## src/hw/rtl/chm_ram.sv

```systemverilog
module chm_ram #(
   parameter int Width = 8,
   parameter int Depth = 16,
   localparam int AddrW = (Depth > 1) ? $clog2(Depth) : 1
) (
   input  logic             clock,
   input  logic             wr_en,
   input  logic [AddrW-1:0] wr_addr,
   input  logic [Width-1:0] wr_data,
   input  logic [AddrW-1:0] rd_addr,
   output logic [Width-1:0] rd_data
);

   logic [Width-1:0] mem_ff [Depth];

   // Write one word, read one word registered
   always_ff @(posedge clock) begin
      if (wr_en) begin
         mem_ff[wr_addr] <= wr_data;
      end
      rd_data <= mem_ff[rd_addr];
   end

endmodule

```

## config.mk

```make
export PLATFORM = sky130hd
export DESIGN_NAME = chm_ram
export DESIGN_NICKNAME = d
export VERILOG_FILES = /design/src/hw/rtl/chm_ram.sv
export SDC_FILE = /design/constraint.sdc
export NUM_CORES = 1
export LEC_CHECK = 0
export BUFFER_PORTS_ARGS = -buffer_cell sky130_fd_sc_hd__clkbuf_2
export CORE_ASPECT_RATIO = 1.4
export CORE_MARGIN = 5
export CORE_UTILIZATION = 60
export CTS_CLUSTER_DIAMETER = 50
export DETAILED_ROUTE_END_ITERATION = 10
export PLACE_DENSITY = 0.86
export SLEW_MARGIN = 15
export SYNTH_ARGS = -nofsm -noshare
export SYNTH_HDL_FRONTEND = slang
export SYNTH_SLANG_ARGS = --single-unit
```

## constraint.sdc

```tcl
create_clock -name clock -period 5.1 [get_ports clock]
set_clock_uncertainty 0.05 [all_clocks]
set_input_delay 0.255 -clock clock [delete_from_list [all_inputs] [get_ports clock]]
set_output_delay 0.255 -clock clock [all_outputs]
set_load 0.1 [all_outputs]
```

==> run_results.csv <==
group,metric,value,unit
outcome,status,"finished, final reports clean",
sta,slew-limit-headroom,0.256,
sta,tightest_slew,1.11,ns
place,dp.cells,353,
worst_setup_path,reg2reg_slack,3.66,ns
cts,clock_path_buffers,2,
synth,synth_seq_cells,136,
worst_setup_path,crit_type,"input pin to flip-flop",
sta,hold_slack,0.225,ns
floorplan,core-area,8510,um^2
global_route,grt-ovfl-total,0,
cts,cts_buffers,17,
global_route,grt.total_usage,0.206,
cts,cts_setup_buffers,0,
power_and_ir_drop,leakage,2.01,nW
floorplan,placementRows,40,
synth,synth_edf_count,128,
worst_setup_path,cp-start-kind,"input pin",
floorplan,pin_count,26,
cells_and_area,nNetsFinal,285,
synth,syn-instance-count,229,
floorplan,dieArea,10600,um^2
sta,setup_violations,0,
worst_setup_path,r2r_cells,3,
synth,synth_top_cell_area_share,0.747,
detailed_routing,first_pass_iters,5,
cts,clk_latency,0.41,ns
cts,root_buffer,"clkbuf_16",
synth,synth_most_common_cell,"edfxtp_1",
synth,yosys.area_share.simple,0.0318,
synth,yosys.area.top_type,"edfxtp_1",
sta,layout_setup_ws,3.33,ns
worst_setup_path,cp-end-kind,"flip-flop",
cts,cts_resized,0,
sta,hold_violations,0,
worst_setup_path,worstSetupStartpoint,"wr_addr[2]",
power_and_ir_drop,vdd_drop_max,0.000341,V
global_route,grt_pass1_vias,2580,
sta,timing.final.crit_period,1.77,ns
power_and_ir_drop,p_per_area,438,nW/um^2
cts,holdBufCountCts,0,
place,pre_cts_ws,2.87,ns
detailed_routing,wl,9740,um
synth,ys_top_cells_by_count,"edfxtp_1, mux4_2, a22oi_1, mux4_1, nor2_1",
cells_and_area,insertedDiodeCount,0,
synth,yosysWarnings,0,
synth,async_flop_share,0,
global_route,grt_pass1_wl,14900,um
detailed_routing,wl_per_cell,25.3,um
worst_setup_path,cp.arrival,1.74,ns
detailed_routing,ant_nets,0,
detailed_routing,vias,2436,
cts,cts_tree,"yes",
detailed_routing,post-route-drc-count,0,
floorplan,dieWidth,88.3,um
sta,setup_tns,0,ns
synth,synth_compound_area_frac,0.0233,
job,cap_violations,0,
place,portBuffers,25,
synth,synth_fa_ha_area_frac,0,
worst_setup_path,r2r-end,"rd_data[2]",
cells_and_area,syn2layout_area_growth,15.3,%
cts,htreeDepth,4,
floorplan,start_util,0.605,
synth,ys_dominant_reg_cell,"edfxtp_1",
synth,yosysSeqAreaShare,0.778,
synth,synth_nets,247,
sta,rsz0062_at_grt,"no",
worst_hold_path,hold_class,"input pin to flip-flop",
worst_setup_path,crit_end,"mem_ff[0][5]",
sta,finalCritPeriodShare,0.347,
cts,cts_sinks,136,
synth,synth.distinct_cells,19,
worst_setup_path,critPathMaxFanout,8,
cells_and_area,final_util,0.698,
synth,synth-xor-area-share,0,
cells_and_area,drive_above_1_share,0.264,
worst_setup_path,reg2reg_from,"mem_ff[1][2]",
detailed_routing,via_per_inst,6.33,
synth,syn_area,5150,um^2
synth,synth_area_leaders,"edfxtp_1, mux4_2, mux4_1, dfxtp_1, a22oi_1",
detailed_routing,drt_iter0_drc,385,
place,place_congestion,0.802,
worst_setup_path,crit_required,5.07,ns
sta,drv_slew,0,
cts,clk_pin_slew,0.06,ns
sta,fmax,0.565,GHz
global_route,grt_max_degree,33,
floorplan,die_h,120,um
place,hpwlAfterDp,6070,um
synth,synth_top_family_by_area,"multiplexers",
synth,syn_area_per_cell,22.5,um^2
cells_and_area,finalNonFillerCells,385,
global_route,antenna_found_initial,0,
synth,synth_mux_area_frac,0.150,
-- worst max-delay path, stage by stage --
cell,delay [ns]
clkbuf_2,0.10
or3b_2,0.51
nor3_1,0.86
-- area by class of cell --
type,instances,area (um^2)
Clock buffer,31,558
Clock inverter,1,30.0
Fill cell,507,2570
Multi-Input combinational cell,83,1060
Sequential cell,136,4000
Tap cell,105,131
Timing Repair Buffer,29,155
-- worst min-delay path by stage --
stage	to	depth (start not counted)	start
after global routing	mem_ff[1][4]	1	wr_data[4]
after CTS	mem_ff[1][4]	1	wr_data[4]
final	mem_ff[2][6]	1	wr_data[6]
after global placement	rd_data[3]	3	mem_ff[15][3]
after floorplan	mem_ff[0][0]	0	wr_data[0]
after detailed placement	rd_data[4]	3	mem_ff[11][4]
-- cell families after synthesis --
| group | count (synthesis) |
|---|---|
| multiplexers | 32 |
| AND/OR/NAND/NOR | 35 |
| buffers and inverters | 10 |
| flip-flops | 136 |
| AO/OA/AOI/OAI | 16 |
-- sequential cells by signal, summed over array words and instances, names as in the netlist --
signal   count
mem_ff     128
rd_data      8
-- cells in the final DEF (no fill, tap or decap), types with 2 or more instances in the layout --
master	n
clkbuf_2	25
a22oi_1	16
clkbuf_8	8
nand2_1	9
edfxtp_1	128
mux4_2	18
nor2_1	13
clkbuf_1	6
mux4_1	14
nand2b_1	2
buf_4	4
dfxtp_1	8
nor3_1	4
nand3b_1	2
clkbuf_16	17
-- metrics by stage --
| step | total power [mW] | instance area, um^2 |
|---|---|---|
| finish | 2.60 | 5940 |
| global route | 2.67 | 5940 |
| CTS | 2.61 | 5940 |
| detailed placement | 1.44 | 5350 |
| global placement | 1.44 | 5350 |
| floorplan | 1.40 | 5150 |
-- metal layers --
| metal | track usage | vias up | part of all wire |
|---|---|---|---|
| met2 | 0.331 | 118 | 0.54 |
| met1 | 0.266 | 1253 | 0.37 |
| met4 | 0.0936 | 0 | 0.024 |
| met5 | 0 | - | 0 |
| met3 | 0.0488 | 17 | 0.064 |
| li1 | - | 1048 | - |
-- where the power goes --
group / switching (mW) / internal, mW
clock: 0.402 / 0.776
sequential: 0.00701 / 1.25
combinational: 0.118 / 0.0451
total: 0.528 / 2.07
Note: power is estimated with default switching activity, not from simulation.
