File: src/hw/rtl/chm_pkg.sv
package chm_pkg;

   // Configuration defaults
   localparam int DEFAULT_BUCKETS     = 16;
   localparam int NUM_BUCKETS_DEFAULT = 16;
   localparam int NUM_ENTRIES_DEFAULT = 64;
   localparam int KEY_W               = 64;
   localparam int VALUE_W             = 64;
   localparam int TOTAL_W             = 7;
   localparam int CSR_W               = 5;

   // Opcodes
   localparam logic [1:0] OP_PUT    = 2'd0;
   localparam logic [1:0] OP_GET    = 2'd1;
   localparam logic [1:0] OP_REMOVE = 2'd2;
   localparam logic [1:0] OP_UNUSED = 2'd3;

   // Status codes
   localparam logic [1:0] ST_OK        = 2'd0;
   localparam logic [1:0] ST_NOT_FOUND = 2'd1;
   localparam logic [1:0] ST_FULL      = 2'd2;
   localparam logic [1:0] ST_ZERO_KEY  = 2'd3;

   typedef struct packed {
      logic [1:0]         opcode;
      logic [KEY_W-1:0]   key;
      logic [VALUE_W-1:0] value;
   } req_type;

   typedef struct packed {
      logic [1:0]         status;
      logic [VALUE_W-1:0] value_out;
      logic [TOTAL_W-1:0] entry_total;
   } rsp_type;

endpackage

File: src/hw/rtl/chm_mod.sv
module chm_mod
   import chm_pkg::*;
(
   input  logic             clock,
   input  logic             reset,
   input  logic             start,
   input  logic [KEY_W-1:0] key,
   input  logic [4:0]       divisor,
   output logic             done,
   output logic [4:0]       remainder
);

   logic             busy_ff, busy_in;
   logic             done_ff, done_in;
   logic [3:0]       cnt_ff, cnt_in;
   logic [KEY_W-1:0] key_ff, key_in;
   logic [4:0]       div_ff, div_in;
   logic [4:0]       rem_ff, rem_in;
   logic [5:0]       part;
   logic [4:0]       acc;

   // Four key bits folded into the remainder per cycle, most significant key bits first
   always_comb begin
      busy_in = busy_ff;
      done_in = 1'b0;
      cnt_in  = cnt_ff;
      key_in  = key_ff;
      div_in  = div_ff;
      rem_in  = rem_ff;
      acc     = rem_ff;
      part    = '0;
      if (start) begin
         busy_in = 1'b1;
         cnt_in  = '0;
         key_in  = key;
         div_in  = divisor;
         rem_in  = '0;
      end else if (busy_ff) begin
         for (int i = 0; i < 4; i++) begin
            part = {acc, key_ff[KEY_W-1-i]};
            if (part >= {1'b0, div_ff}) begin
               part = part - {1'b0, div_ff};
            end
            acc = part[4:0];
         end
         rem_in = acc;
         key_in = {key_ff[KEY_W-5:0], 4'd0};
         cnt_in = cnt_ff + 4'd1;
         if (cnt_ff == 4'hF) begin
            busy_in = 1'b0;
            done_in = 1'b1;
         end
      end
   end

   always_ff @(posedge clock) begin
      if (reset) begin
         busy_ff <= 1'b0;
         done_ff <= 1'b0;
      end else begin
         busy_ff <= busy_in;
         done_ff <= done_in;
      end
      cnt_ff <= cnt_in;
      key_ff <= key_in;
      div_ff <= div_in;
      rem_ff <= rem_in;
   end

   assign done      = done_ff;
   assign remainder = rem_ff;

endmodule

File: config.mk
export PLATFORM = sky130hd
export DESIGN_NAME = chm_mod
export DESIGN_NICKNAME = d
export VERILOG_FILES = /design/src/hw/rtl/chm_pkg.sv /design/src/hw/rtl/chm_mod.sv
export SDC_FILE = /design/constraint.sdc
export NUM_CORES = 1
export LEC_CHECK = 0
export BUFFER_PORTS_ARGS = -buffer_cell sky130_fd_sc_hd__buf_2
export CELL_PAD_IN_SITES_DETAIL_PLACEMENT = 1
export CELL_PAD_IN_SITES_GLOBAL_PLACEMENT = 1
export CORE_MARGIN = 2
export CORE_UTILIZATION = 45
export CTS_CLUSTER_SIZE = 24
export DETAILED_ROUTE_END_ITERATION = 7
export GPL_ROUTABILITY_DRIVEN = 0
export HOLD_SLACK_MARGIN = 0.06
export PLACE_DENSITY = 0.84
export REMOVE_ABC_BUFFERS = 1
export SKIP_LAST_GASP = 1
export SYNTH_ARGS = -nofsm -noshare
export SYNTH_HDL_FRONTEND = slang
export SYNTH_SLANG_ARGS = --single-unit
File: constraint.sdc
create_clock -name clock -period 12.5 [get_ports clock]
set_clock_uncertainty 0.15 [all_clocks]
set_input_delay 0 -clock clock [delete_from_list [all_inputs] [get_ports clock]]
set_output_delay 0 -clock clock [all_outputs]
set_load 0.01 [all_outputs]
==> flow_summary.toml <==
[setup_path]
crit_top_cell = "a21oi_1"
arrival_ns = 8.40
cp_max_fo = 8
timing.rr.end = "remainder[1]"
slowest_delay_ns = 0.54
reg2reg_from = "div_ff[0]"
rrSetupSlack_ns = 4.21
worst-r2r-cell-count = 29
crit_type = "flip-flop to flip-flop"
cp_slowest_cell = "or4b_1"
critPathCaptureType = "flip-flop"
cp.required_ns = 12.61
startpoint_type = "flip-flop"

[power_and_ir_drop]
power_mw = 1.250
ir_drop_mv = 0.1183
p_per_area_nw_per_um2 = 224.8
total_leakage_power_nw = 2.296

[drt]
route.detailed.drc = 0
drt_iter0_markers = 94
viasPerCell = 5.223
wirelength_um = 10520
ant_nets = 0
vias = 2972
drt_first_pass_iters = 4
wl_per_cell_um = 18.49

[grt]
grt_usage_pct = 22.40
gr-total-overflow = 0
met2_usage_pct = 41.03
grt_pass1_vias = 3382
grt_start_max_net_pins = 85
grt.met1_usage_pct = 25.11
antenna_found_initial = 0
busiest_layer = "met2"
grt_pass1_wl_um = 17100
grt_use_met3_pct = 5.756

[floorplanning]
rows = 35
start_util_pct = 45.99
fp.dieArea_um2 = 10140
io_pins = 78
die_w_um = 100.7
core_um2 = 9153
dieHeight_um = 100.7

[finish]
drive_above_1_share_pct = 35.37
stdcell_area_um2 = 5560
antenna_cells = 0
multi_input_area_um2 = 1792
register_area_um2 = 2292
fillCellCount = 919
area_delta_synth_final_pct = 32.10
nets = 550

[synthesis]
synth-main-ff-cell = "edfxtp_1"
syn-cell-area_um2 = 4209
synth_edf_count = 69
yosysSeqAreaShare_pct = 54.46
async_flop_share_pct = 0
synth-seq-cells = 80
synth_area_per_cell_um2 = 13.76
synth_cell_types = 42
synthCells = 306
yosys_warnings = 0

[placed_design]
io_buffers = 77
placed_area_um2 = 4690
dp_hpwl_um = 6198

[clock_tree]
clock-sinks = 80
cts_max_level = 3
cts_setup_buffers = 0
tritoncts = "built"
cts-root-buf = "clkbuf_8"
cts.clk_slew.worst_paths_ns = 0.10
clock_path_buffers = 2
numCtsBuffers = 9
worstSkewPairLatency_ns = 0.36

[job]
max-cap-violations = 0

[sta]
setup_viol = 0
slew_violations = 0
tns_ns = 0
finalCritPeriodShare_pct = 66.31
min_period_ns = 8.289
worst_slew_pin_slew_ns = 0.9555
rsz0062_at_grt = "no"
max_freq_ghz = 0.1206
hold_viol = 0
slew_headroom_pct = 36.30
whs_ns = 0.1376

[worst_hold_path]
holdPathEnd = "cnt_ff[3]"
hold_path.class = "input pin to flip-flop"
min_from = "start"
min_path_cells = 2

[run_status]
status = "completed"
-- synthesized netlist by cell type, drive strengths merged (4+ instances only) --
master / n / area (µm²)
mux2i: 7 / 70.07
inv: 19 / 71.32
nor2: 16 / 60.06
clkbuf: 9 / 33.78
nand2: 6 / 22.52
edfxtp: 69 / 2072
mux2: 66 / 743.2
a21o: 7 / 52.55
nand3: 6 / 30.03
and2: 4 / 25.02
a21oi: 12 / 63.81
ha: 21 / 262.8
fa: 4 / 80.08
a211oi: 4 / 42.54
xnor2: 9 / 78.83
xor2: 6 / 52.55
dfxtp: 11 / 220.2
-- state kept, by name, indices dropped and copies added (netlist names) --
signal and cells:
done 1, div_ff 5, remainder 5, key_ff 64, cnt_ff 4, busy_ff 1
-- worst max-delay path: cells and delay by family, from the launching register on --
kind            cells  cell delay, ns
compound gates     15            2.85
fa+ha+maj           5            1.92
buf+inv             1            0.06
flops               1            0.49
mux                 4            1.47
simple gates        4            1.26
-- per-stage QoR --
step / cells / worst slack, ns / util [%]
floorplan: 294 / 5.150 / -
global placement: 483 / 4.673 / 51.24
detailed placement: 483 / 4.351 / 51.24
CTS: 569 / 4.326 / 60.75
global route: 569 / 3.737 / 60.75
finish: 569 / 4.211 / 60.75
-- final cells by class --
type	count	area share (%)
repair buffers	148	19.71
clock inverters	7	0.8326
flip-flops and latches	80	41.22
multi-input cells	195	32.22
well taps	111	2.498
clock buffers	9	2.228
inverters	19	1.283
-- how the worst max path moves through the flow --
| stage | slack (ns) | cells past startpoint | end | from |
|---|---|---|---|---|
| global placement | 4.67 | 28 | remainder[1] | div_ff[1] |
| floorplan | 5.15 | 28 | remainder[1] | div_ff[1] |
| CTS | 4.33 | 28 | remainder[1] | div_ff[1] |
| global route | 3.74 | 29 | remainder[2] | div_ff[0] |
| detailed placement | 4.35 | 28 | remainder[1] | div_ff[1] |
| finish | 4.21 | 29 | remainder[1] | div_ff[0] |
-- placed cells by master (no fill, tap or decap), types with 2 or more instances in the layout --
cell,instances
o311ai_1,2
clkbuf_8,9
nand2_1,6
inv_1,19
nor2_1,16
nor4_1,2
a21o_1,7
o21ai_0,2
or4b_1,2
clkinv_1,2
nand3_1,6
a211oi_1,3
a21oi_1,11
fa_1,4
ha_1,21
dfxtp_1,11
mux2i_1,7
xor2_1,6
buf_2,76
clkinvlp_4,4
nand2b_1,2
xnor2_1,9
buf_4,2
nor3_1,3
mux2_2,66
and2_1,4
edfxtp_1,69
dlygate4sd3_1,70
-- cells by family (layout without fill, tap and decap cells) --
kind of cell | Yosys count | in the layout | share of synthesized area (%)
DFF | 80 | 80 | 54.46
muxes | 73 | 73 | 19.32
and+or+nand+nor | 46 | 46 | 5.529
AOI/OAI and AO/OA | 36 | 36 | 6.451
buffers and inverters | 31 | 183 | 2.972
adders and majority gates | 25 | 25 | 8.145
xor gates and xnor gates | 15 | 15 | 3.121
-- power by group --
part / switching (mW) / internal, mW / total [mW] / leakage, nW
sequential: 0.0161 / 0.326 / 0.342 / 0.786
combinational: 0.385 / 0.351 / 0.736 / 1.44
clock: 0.101 / 0.0714 / 0.172 / 0.0730
-- layer usage --
layer / wire [µm] / vias to the layer above
met5: 0 / -
met4: 265 / 0
met3: 477 / 19
met2: 5656 / 79
met1: 4120 / 1441
li1: - / 1433
-- repair_timing --
| action | 4_1_cts | 5_1_grt |
|---|---|---|
| hold buffers | 70 | 0 |
| endpoints found under the hold margin | 71 | 0 |
| gates resized for setup | 0 | 0 |
No activity file was read; power rests on OpenSTA's default activity.
